### config.mk
export PLATFORM = sky130hd
export DESIGN_NAME = double_ended_queue_top
export DESIGN_NICKNAME = d
export VERILOG_FILES = /design/src/rtl/deq_pkg.sv /design/src/rtl/deq_front.sv /design/src/rtl/deq_back.sv /design/src/rtl/double_ended_queue_top.sv
export SDC_FILE = /design/constraint.sdc
export NUM_CORES = 1
export LEC_CHECK = 0
export ABC_AREA = 1
export BUFFER_PORTS_ARGS = -buffer_cell sky130_fd_sc_hd__buf_2
export CELL_PAD_IN_SITES_DETAIL_PLACEMENT = 1
export CELL_PAD_IN_SITES_GLOBAL_PLACEMENT = 2
export CORE_MARGIN = 5
export CORE_UTILIZATION = 47
export CTS_BUF_LIST = sky130_fd_sc_hd__clkbuf_4 sky130_fd_sc_hd__clkbuf_8
export DETAILED_ROUTE_END_ITERATION = 8
export GPL_TIMING_DRIVEN = 0
export MAX_ROUTING_LAYER = met4
export PLACE_DENSITY = 0.95
export SLEW_MARGIN = 20
export SYNTH_ARGS = -nofsm -noshare
export SYNTH_HDL_FRONTEND = slang
export SYNTH_HIERARCHICAL = 1
export SYNTH_SLANG_ARGS = --single-unit
### constraint.sdc
create_clock -name clk -period 7.75 [get_ports clk]
set_input_delay 0.775 -clock clk [delete_from_list [all_inputs] [get_ports clk]]
set_output_delay 0.775 -clock clk [all_outputs]
set_load 0.01 [all_outputs]
### src/rtl/deq_pkg.sv
`default_nettype none
package deq_pkg;

	localparam int DEPTH = 32;
	localparam int IDX_W = (DEPTH > 1) ? $clog2(DEPTH) : 1;
	localparam int CNT_W = $clog2(DEPTH + 1);
	localparam int VAL_W = 32;
	localparam int CQ_DEPTH = 2;
	localparam int CQ_PTR_W = 1;
	localparam int CQ_CNT_W = 2;

	typedef enum logic [1:0] {
		OP_PUSH_FRONT = 2'd0,
		OP_PUSH_BACK  = 2'd1,
		OP_POP_FRONT  = 2'd2,
		OP_POP_BACK   = 2'd3
	} op_t;

	typedef enum logic [1:0] {
		ST_OK        = 2'd0,
		ST_OVERFLOW  = 2'd1,
		ST_UNDERFLOW = 2'd2
	} status_t;

	typedef enum logic [1:0] {
		B_IDLE,
		B_EXEC,
		B_PRIME,
		B_LIST
	} back_state_t;

	typedef struct packed {
		op_t                     op;
		logic signed [VAL_W-1:0] value;
	} cmd_t;

	function automatic logic [IDX_W-1:0] wrap_add(input logic [IDX_W-1:0] a,
		input logic [CNT_W-1:0] b);
		logic [CNT_W:0] s;
		s = (CNT_W+1)'(a) + (CNT_W+1)'(b);
		if (s >= (CNT_W+1)'(DEPTH)) begin
			s = s - (CNT_W+1)'(DEPTH);
		end
		return s[IDX_W-1:0];
	endfunction

	function automatic logic [IDX_W-1:0] wrap_dec(input logic [IDX_W-1:0] a);
		logic [IDX_W-1:0] r;
		if (a == '0) begin
			r = IDX_W'(DEPTH - 1);
		end else begin
			r = a - IDX_W'(1);
		end
		return r;
	endfunction

endpackage
`default_nettype wire

### src/rtl/deq_front.sv
`default_nettype none
module deq_front (
	input  wire logic                             clk,
	input  wire logic                             arst_n,
	input  wire logic                             start,
	output logic                                  busy,
	input  wire logic [1:0]                       kind,
	input  wire logic signed [deq_pkg::VAL_W-1:0] value,
	output logic                                  cmd_valid,
	output deq_pkg::cmd_t                         cmd,
	input  wire logic                             cmd_take
);
	import deq_pkg::*;

	cmd_t                slot_q [CQ_DEPTH];
	logic [CQ_PTR_W-1:0] wr_ptr_q;
	logic [CQ_PTR_W-1:0] rd_ptr_q;
	logic [CQ_CNT_W-1:0] cnt_q;
	logic                push;
	logic                pop;
	cmd_t                in_cmd;

	// decode the operation code
	always_comb begin
		in_cmd.op    = op_t'(kind);
		in_cmd.value = value;
	end

	assign busy      = (cnt_q == CQ_CNT_W'(CQ_DEPTH));
	assign push      = start && !busy;
	assign cmd_valid = (cnt_q != '0);
	assign pop       = cmd_take && cmd_valid;
	assign cmd       = slot_q[rd_ptr_q];

	always_ff @(posedge clk) begin
		if (push) begin
			slot_q[wr_ptr_q] <= in_cmd;
		end
	end

	always_ff @(posedge clk or negedge arst_n) begin
		if (!arst_n) begin
			wr_ptr_q <= '0;
			rd_ptr_q <= '0;
			cnt_q    <= '0;
		end else begin
			if (push) begin
				wr_ptr_q <= wr_ptr_q + CQ_PTR_W'(1);
			end
			if (pop) begin
				rd_ptr_q <= rd_ptr_q + CQ_PTR_W'(1);
			end
			if (push && !pop) begin
				cnt_q <= cnt_q + CQ_CNT_W'(1);
			end else if (pop && !push) begin
				cnt_q <= cnt_q - CQ_CNT_W'(1);
			end
		end
	end

endmodule
`default_nettype wire

### src/rtl/deq_back.sv
`default_nettype none
module deq_back (
	input  wire logic                        clk,
	input  wire logic                        arst_n,
	input  wire logic                        cmd_valid,
	input  wire deq_pkg::cmd_t               cmd,
	output logic                             cmd_take,
	output logic                             strobe,
	output logic [1:0]                       status,
	output logic signed [deq_pkg::VAL_W-1:0] element,
	output logic                             is_empty,
	output logic                             is_last
);
	import deq_pkg::*;

	back_state_t      state_q;
	back_state_t      state_d;
	cmd_t             cmd_q;
	logic [IDX_W-1:0] front_q;
	logic [CNT_W-1:0] cnt_q;
	status_t          status_q;
	logic [CNT_W-1:0] k_q;
	logic [IDX_W-1:0] rd_ptr_q;
	logic [VAL_W-1:0] rd_data_q;
	logic [VAL_W-1:0] mem [DEPTH];

	logic             full;
	logic             empty;
	logic             last;
	logic             we;
	logic [IDX_W-1:0] waddr;
	logic [IDX_W-1:0] rd_addr;
	status_t          exec_status;
	logic [IDX_W-1:0] front_d;
	logic [CNT_W-1:0] cnt_d;

	assign full  = (cnt_q == CNT_W'(DEPTH));
	assign empty = (cnt_q == '0);
	assign last  = ((k_q + CNT_W'(1)) == cnt_q);

	always_comb begin
		state_d = state_q;
		unique case (state_q)
			B_IDLE:  if (cmd_valid) state_d = B_EXEC;
			B_EXEC:  state_d = B_PRIME;
			B_PRIME: state_d = empty ? B_IDLE : B_LIST;
			B_LIST:  if (last) state_d = B_IDLE;
			default: state_d = B_IDLE;
		endcase
	end

	// operation datapath
	always_comb begin
		exec_status = ST_OK;
		we          = 1'b0;
		waddr       = front_q;
		front_d     = front_q;
		cnt_d       = cnt_q;
		unique case (cmd_q.op)
			OP_PUSH_FRONT: begin
				if (full) begin
					exec_status = ST_OVERFLOW;
				end else begin
					waddr   = wrap_dec(front_q);
					we      = 1'b1;
					front_d = waddr;
					cnt_d   = cnt_q + CNT_W'(1);
				end
			end
			OP_PUSH_BACK: begin
				if (full) begin
					exec_status = ST_OVERFLOW;
				end else begin
					waddr = wrap_add(front_q, cnt_q);
					we    = 1'b1;
					cnt_d = cnt_q + CNT_W'(1);
				end
			end
			OP_POP_FRONT: begin
				if (empty) begin
					exec_status = ST_UNDERFLOW;
				end else begin
					front_d = wrap_add(front_q, CNT_W'(1));
					cnt_d   = cnt_q - CNT_W'(1);
				end
			end
			default: begin
				if (empty) begin
					exec_status = ST_UNDERFLOW;
				end else begin
					cnt_d = cnt_q - CNT_W'(1);
				end
			end
		endcase
	end

	always_comb begin
		cmd_take = (state_q == B_IDLE) && cmd_valid;
		rd_addr  = (state_q == B_PRIME) ? front_q : wrap_add(rd_ptr_q, CNT_W'(1));
		strobe   = ((state_q == B_PRIME) && empty) || (state_q == B_LIST);
		status   = status_q;
		is_empty = empty;
		is_last  = empty || last;
		element  = empty ? '0 : $signed(rd_data_q);
	end

	always_ff @(posedge clk) begin
		if ((state_q == B_EXEC) && we) begin
			mem[waddr] <= cmd_q.value;
		end
		rd_data_q <= mem[rd_addr];
		rd_ptr_q  <= rd_addr;
		if (cmd_take) begin
			cmd_q <= cmd;
		end
	end

	always_ff @(posedge clk or negedge arst_n) begin
		if (!arst_n) begin
			state_q  <= B_IDLE;
			front_q  <= '0;
			cnt_q    <= '0;
			status_q <= ST_OK;
			k_q      <= '0;
		end else begin
			state_q <= state_d;
			if (state_q == B_EXEC) begin
				front_q  <= front_d;
				cnt_q    <= cnt_d;
				status_q <= exec_status;
			end
			if (state_q == B_PRIME) begin
				k_q <= '0;
			end else if (state_q == B_LIST) begin
				k_q <= k_q + CNT_W'(1);
			end
		end
	end

endmodule
`default_nettype wire

### src/rtl/double_ended_queue_top.sv
// the back sequencer takes a queued command only when idle, then steps through execute,
// read-prime and one ring read per element listed, and takes no new command until it is done;
// results are strobed in read-prime when the deque is empty, else once per listed element
// a two-item command queue lets start be taken while the back lists; results cannot stall
// reset clears front index, element count, command queue and sequencer; ring contents undefined
`default_nettype none
module double_ended_queue_top (
	input  wire logic                             clk,
	input  wire logic                             arst_n,
	input  wire logic                             start,
	output logic                                  busy,
	input  wire logic [1:0]                       kind,
	input  wire logic signed [deq_pkg::VAL_W-1:0] value,
	output logic                                  strobe,
	output logic [1:0]                            status,
	output logic signed [deq_pkg::VAL_W-1:0]      element,
	output logic                                  is_empty,
	output logic                                  is_last
);
	import deq_pkg::*;

	logic cmd_valid;
	cmd_t cmd;
	logic cmd_take;

	deq_front u_front (
		.clk       (clk),
		.arst_n    (arst_n),
		.start     (start),
		.busy      (busy),
		.kind      (kind),
		.value     (value),
		.cmd_valid (cmd_valid),
		.cmd       (cmd),
		.cmd_take  (cmd_take)
	);

	deq_back u_back (
		.clk       (clk),
		.arst_n    (arst_n),
		.cmd_valid (cmd_valid),
		.cmd       (cmd),
		.cmd_take  (cmd_take),
		.strobe    (strobe),
		.status    (status),
		.element   (element),
		.is_empty  (is_empty),
		.is_last   (is_last)
	);

endmodule
`default_nettype wire
; ---- Word level (Yosys, flattened, before mapping)
; Memory sizes are Yosys's and may differ from the RTL's. A register that Yosys moved wholly into a read port is not among the register bits.
; Cells that the tools add are included.
[classes]
n_eq_ne = 13
n_reduce_logical = 24
mux = 31
n_addsub = 14
magnitude_cmp = 3
[ops]
columns = op, n
row1 = $mux 5, 8
row2 = $mux 32, 1
row3 = $mux 6, 5
row4 = $pmux 5 s2, 2
row5 = $sub 5x1->5 const B, 4
row6 = $mux 2, 7
row7 = $add 5x1->6 const B, 2
row8 = $add 6x1->6 const B, 2
row9 = $ge 6x6->1 const B, 2
row10 = $eq 2x2->1 const B, 4
row11 = $pmux 2 s4, 1
row12 = $reduce_bool 2->1, 4
row13 = $add 5x6->7, 1
row14 = $ge 7x6->1 const B, 1
row15 = $logic_and 1x1->1, 7
row16 = $mux 1, 7
row17 = $eq 6x6->1, 1
row18 = $eq 6x6->1 const B, 1
row19 = $logic_not 6->1, 1
row20 = $ne 2x2->1 const B, 3
row21 = $reduce_and 3->1, 2
row22 = $sub 6x1->6 const B, 1
row23 = $logic_not 5->1, 1
row24 = $eq 2x1->1 const B, 2
row25 = other kinds (9), 15
[totals]
input_bits = 37
reg_bits = 30
n_memories = 2
mem_bits_rw = 1092
[mem_list]
columns = name, words, width, read_ports, rd_clocked_by_memory_dff, wr, line
row1 = u_back.mem, 32, 32, 1, 1, 1, deq_back.sv:25  ; logic [VAL_W-1:0] mem [DEPTH];
row2 = u_front.slot_q, 2, 34, 1, 1, 1, deq_front.sv:15  ; cmd_t slot_q [CQ_DEPTH];

; ---- Logic depth before layout (Yosys ltp)
[depth]
word_depth = 7
ltp_mapped = 14
ltp_nobuf = 12

; ---- Modules after synthesis
; The synthesis kept the hierarchy.
[modules_own_cells]
columns = mod, cells_each, n_inst, area_each_um2
row1 = deq_back, 4848, 1, 49069.6
row2 = deq_front, 209, 1, 2775.2

; ---- Worst setup path after synthesis
; No wires, ideal clock.
[synth_path]
path_type = reg-to-reg
startpoint = register u_back.state_q[1]
endpoint = register u_front.cnt_q[1]
path_slack_ns = 3.612
required_ns = 7.633
n_path_buf = 1
arrival_time_ns = 4.021
stages_incl_launch_ff = 9
path_cell_list = dfrtp_1 buf_4 nor3b_1 nand2_2 ha_1 inv_1 nand3_1 nand2_1 nand2_1
[synth_via]
elab_chain_len = 6
word_cells_on_any_way = 8
[synth_lines]
columns = item, line
row1 = from (decl), deq_back.sv:16  ; back_state_t state_q;
row2 = from (signal assigned), deq_back.sv:126  ; state_q <= state_d;
row3 = $logic_not 2->1 (*), deq_back.sv:98  ; cmd_take = (state_q == B_IDLE) && cmd_valid;
row4 = $logic_and 1x1->1 (*), deq_back.sv:98
row5 = named net cmd_take, double_ended_queue_top.sv:24  ; logic cmd_take;
row6 = $logic_and 1x1->1 (*), deq_front.sv:32  ; assign pop = cmd_take && cmd_valid;
row7 = $logic_not 1->1, deq_front.sv:53  ; if (push && !pop) begin
row8 = $logic_and 1x1->1, deq_front.sv:53
row9 = $mux 2 / $reduce_bool 2->1 (equally long branches), n/a
row10 = to (signal assigned), deq_front.sv:54  ; cnt_q <= cnt_q + CQ_CNT_W'(1);
row11 = to (signal assigned), deq_front.sv:56  ; cnt_q <= cnt_q - CQ_CNT_W'(1);
row12 = to (decl), deq_front.sv:18  ; logic [CQ_CNT_W-1:0] cnt_q;
; The timed path passes the listed nets; every way through them passes the cells marked *.
; A chain may end at the register's enable or synchronous reset.

; ---- Final worst setup path
[layout_path]
startpoint = register u_back.cnt_q[3]
endpoint = output element[29] (netlist name)
[layout_via]
elab_chain_len = 2
[layout_lines]
columns = item, line
row1 = from (decl), deq_back.sv:20  ; logic [CNT_W-1:0] cnt_q;
row2 = from (signal assigned), deq_back.sv:129  ; cnt_q <= cnt_d;
row3 = $logic_not 6->1, deq_back.sv:38  ; assign empty = (cnt_q == '0);
row4 = $mux 32, deq_back.sv:104  ; element = empty ? '0 : $signed(rd_data_q);
row5 = to (decl), double_ended_queue_top.sv:16  ; output logic signed [deq_pkg::VAL_W-1:0] element,
; No other way between the ends.

==> metrics.md <==
| Metric | Value |
|---|---|
| CTS tree | `built` |
| Worst Max-Slew Pin Slew | `1.086 ns` |
| Post-Route WL | `177,300 um` |
| Most common cell after layout, fill and taps aside | `nand2_1` |
| Global-route wire length before repair | `~260,000 um` |
| CP endpoint kind | `output pin` |
| Status | `complete, no violations` |
| Vias in the first global route | `40,370` |
| Seq/Total Area, Yosys | `0.6785` |
| Mapped Cells | `about 5,100` |
| Share of cells above drive strength 1 | `0.1245` |
| Initial antenna violation count | `6` |
| Synth Area in Compound Gates | `0.004634` |
| RSZ-0062 raised after global routing | `false` |
| Largest family of logic cells by synthesized area | `simple AND/OR/NAND/NOR gates` |
| Critical path fanouts, max | `10` |
| Iter 0 DRT Violations | `4,143` |
| Post-route DRC | `0` |
| Yosys cell types | `36` |
| Post-synth EDFFs | `1,126` |
| Gp weighted congestion | `0.9490` |
| Mapped Area | `between 0.05 and 0.06 mm2` |
| Critical path's largest stage delay | `~0.7 ns` |
| CP max-delay cell | `clkinv_1` |
| Final Hold Viols | `0` |
| Ys flop type | `edfxtp_1` |
| Drt first pass iters | `8` |
| Post-Syn Area per Cell | `10.25 um2` |
| CP required | `6.97 ns` |
| Clk buf depth | `3` |
| Seq cells post-synth | `1,188` |
| Routed len/inst | `25.12 um` |
| Port Buf Inserts | `74` |
| Slew HR | `0.2759` |
| Vias per cell | `5.496` |
| Die height | `342.1 um` |
| Crit-path cells | `nor2_1 -> nand2_1 -> nor3_1 -> clkinv_1 -> clkbuf_1 -> nand2_1 -> inv_1 -> buf_2` |
| Synth warn | `6` |
| Number of max-cap violations | `0` |
| Fin nets | `5,481` |
| Root Driver | `clkbuf_8` |
| Clk_lat worst skew | `0.91 ns` |
| Top delay family on crit path | `buffers and inverters` |
| Min Tclk post-route | `4.736 ns` |
| Fin Setup TNS | `0 ns` |
| Antenna-violating nets left | `0` |
| Net Count, Synth | `roughly 5,000` |
| CTS sink count | `between 1,000 and 1,500` |
| DP HPWL | `~130,000 um` |
| Adder-cell share of the synthesized area | `0.003910` |
| Tcrit/Tclk final | `0.6111` |
| FMAX | `0.2112 GHz` |
| CTS buffer count | `195` |
| Mux contribution to synthesized area | `0` |
| WP data arrival | `3.96 ns` |
| Area grow syn2layout | `15.84%` |
| Critical path buffers and inverters | `4` |
| Total GRT Usage | `0.3078` |
| Worst min-delay path category | `in2reg` |
| Detailed-route via count | `38,790` |
| Most used cell, CP | `nand2_1` |
| CTS clk-pin slew, worst paths | `0.06 ns` |
| Site Rows | `121` |
| Gr ovfl total | `0` |
| Async SR Flop Fraction | `0.02104` |
| Die width | `342.1 um` |
| CP Class | `reg2out` |
| Count of final max-slew check failures | `0` |
| Die area | `0.1171 mm2` |
| Initial core utilization | `0.4750` |
| Simple-gate share of the synthesized area | `0.2054` |
| Commonest non-fill, non-tap cells in the layout | `nand2_1, nand3_1, edfxtp_1` |
| CP startpoint kind | `flip-flop` |
| Clk_skew | `about 0.048 ns` |
| CORE AREA | `0.1092 mm2` |
| Final setup violation count | `0` |
| Largest net degree at the start of global routing | `35` |
| I/O pin count | `75` |
| H-tree depth | `4` |
| Post-synthesis xor/xnor area fraction | `0.003041` |
[final timing paths]
check | from | end | slack, ns | cells past startpoint
min | value[0] | u_front/slot_q[0][0] | 0.09 | 1
max reg2reg | u_back/front_q[1] | u_back/mem[24][15] | 3.35 | 10
min in group asynchronous | arst_n | u_front/rd_ptr_q | 0.46 | 2
max | u_back/cnt_q[3] | element[29] | 3.01 | 8
max in group asynchronous | arst_n | u_back/k_q[2] | 6.85 | 2
min reg2reg | u_front/cnt_q[1] | u_front/cnt_q[1] | 0.50 | 2
[metrics by stage]
| step | worst slack [ns] | util | instance area, um2 | instances | hold slack [ns] |
|---|---|---|---|---|---|
| 2_1_floorplan | 3.612 | - | 51840 | 5057 | 0.4417 |
| 3_3_place_gp | 2.137 | 0.4953 | 54060 | 6607 | 0.4566 |
| 3_5_place_dp | 3.451 | 0.5152 | 56240 | 6706 | 0.4742 |
| 4_1_cts | 3.052 | 0.5501 | 60050 | 7057 | 0.003804 |
| 5_1_grt | 2.842 | 0.5502 | 60060 | 7058 | 0.04674 |
| 6_report | 3.014 | 0.5502 | 60060 | 7058 | 0.08647 |
[metal layers]
metal | GRT usage | vias up | part of all wire
li1 | - | 17150 | -
met1 | 0.3788 | 19420 | 0.38
met2 | 0.4886 | 1795 | 0.47
met3 | 0.05428 | 434 | 0.086
met4 | 0.1651 | 0 | 0.061
met5 | - | - | 0
[sequential cells by signal (all words and copies together) (netlist names)]
register,cells
u_back/cmd_q,34
u_back/cnt_q,6
u_back/front_q,5
u_back/k_q,6
u_back/mem,1024
u_back/rd_data_q,32
u_back/rd_ptr_q,5
u_back/state_q,2
u_back/status,2
u_front/cnt_q,2
u_front/rd_ptr_q,1
u_front/slot_q,68
u_front/wr_ptr_q,1
[synth_stat cells (2+ instances only)]
master / n / area, um2
buf_1: 27 / 101.4
xor2_1: 12 / 105.1
inv_2: 3 / 11.26
nand2_2: 15 / 93.84
o21ai_1: 3 / 15.01
nand3_1: 1153 / 5771
nor3_1: 6 / 30.03
xnor2_1: 6 / 52.55
nand2_1: 1172 / 4399
dfrtp_1: 25 / 625.6
nor2_1: 61 / 229.0
ha_1: 13 / 162.7
dfxtp_1: 37 / 740.7
edfxtp_1: 1126 / 33810
nand3b_1: 2 / 15.01
nand4_1: 3 / 18.77
nand3_2: 5 / 50.05
or2_2: 2 / 12.51
clkbuf_1: 77 / 289.0
nor2_2: 2 / 12.51
buf_4: 17 / 127.6
buf_2: 131 / 655.6
a21oi_1: 12 / 60.06
o21ai_0: 19 / 95.09
fa_1: 2 / 40.04
buf_6: 4 / 45.04
inv_1: 1107 / 4155
o21ai_2: 2 / 17.52
o22ai_1: 6 / 37.54
[kinds of logic after synthesis]
group | after synthesis
buf+inv | 1369
simple gates | 2423
flops | 1188
xor+xnor | 18
fa+ha+maj | 15
compound gates | 44
[worst register-to-register path, stage by stage, from the launching register on]
cell and delay, ns:
dfrtp_1 0.67, inv_1 0.34, ha_1 0.35, nand3_1 0.16
nand2_1 0.07, nand2_1 0.05, o21ai_0 0.12, o21ai_0 0.42
nand3_2 0.74, nor2_4 0.90, buf_16 0.24
[layout make-up]
| class | instances | area [um2] |
|---|---|---|
| inverter | 1112 | 4182 |
| timing repair buffer | 175 | 2310 |
| clock buffer | 270 | 3291 |
| buffer | 257 | 1235 |
| tap | 1476 | 1847 |
| clock inverter | 79 | 505.5 |
| antenna | 1 | 2.502 |
| sequential | 1188 | 35180 |
| multi-input combinational | 2500 | 11510 |
| fill | 11910 | 49100 |
[timing repair]
| action | in CTS | in global routing |
|---|---|---|
| gates resized for setup | 0 | 0 |
| hold endpoints to repair | 26 | 0 |
| hold buffers | 2 | 0 |
| buffers inserted | 0 | 0 |
Power is left out: the tool's default activity adds up to more than one toggle a clock period on the data nets, which glitch-free logic cannot reach.
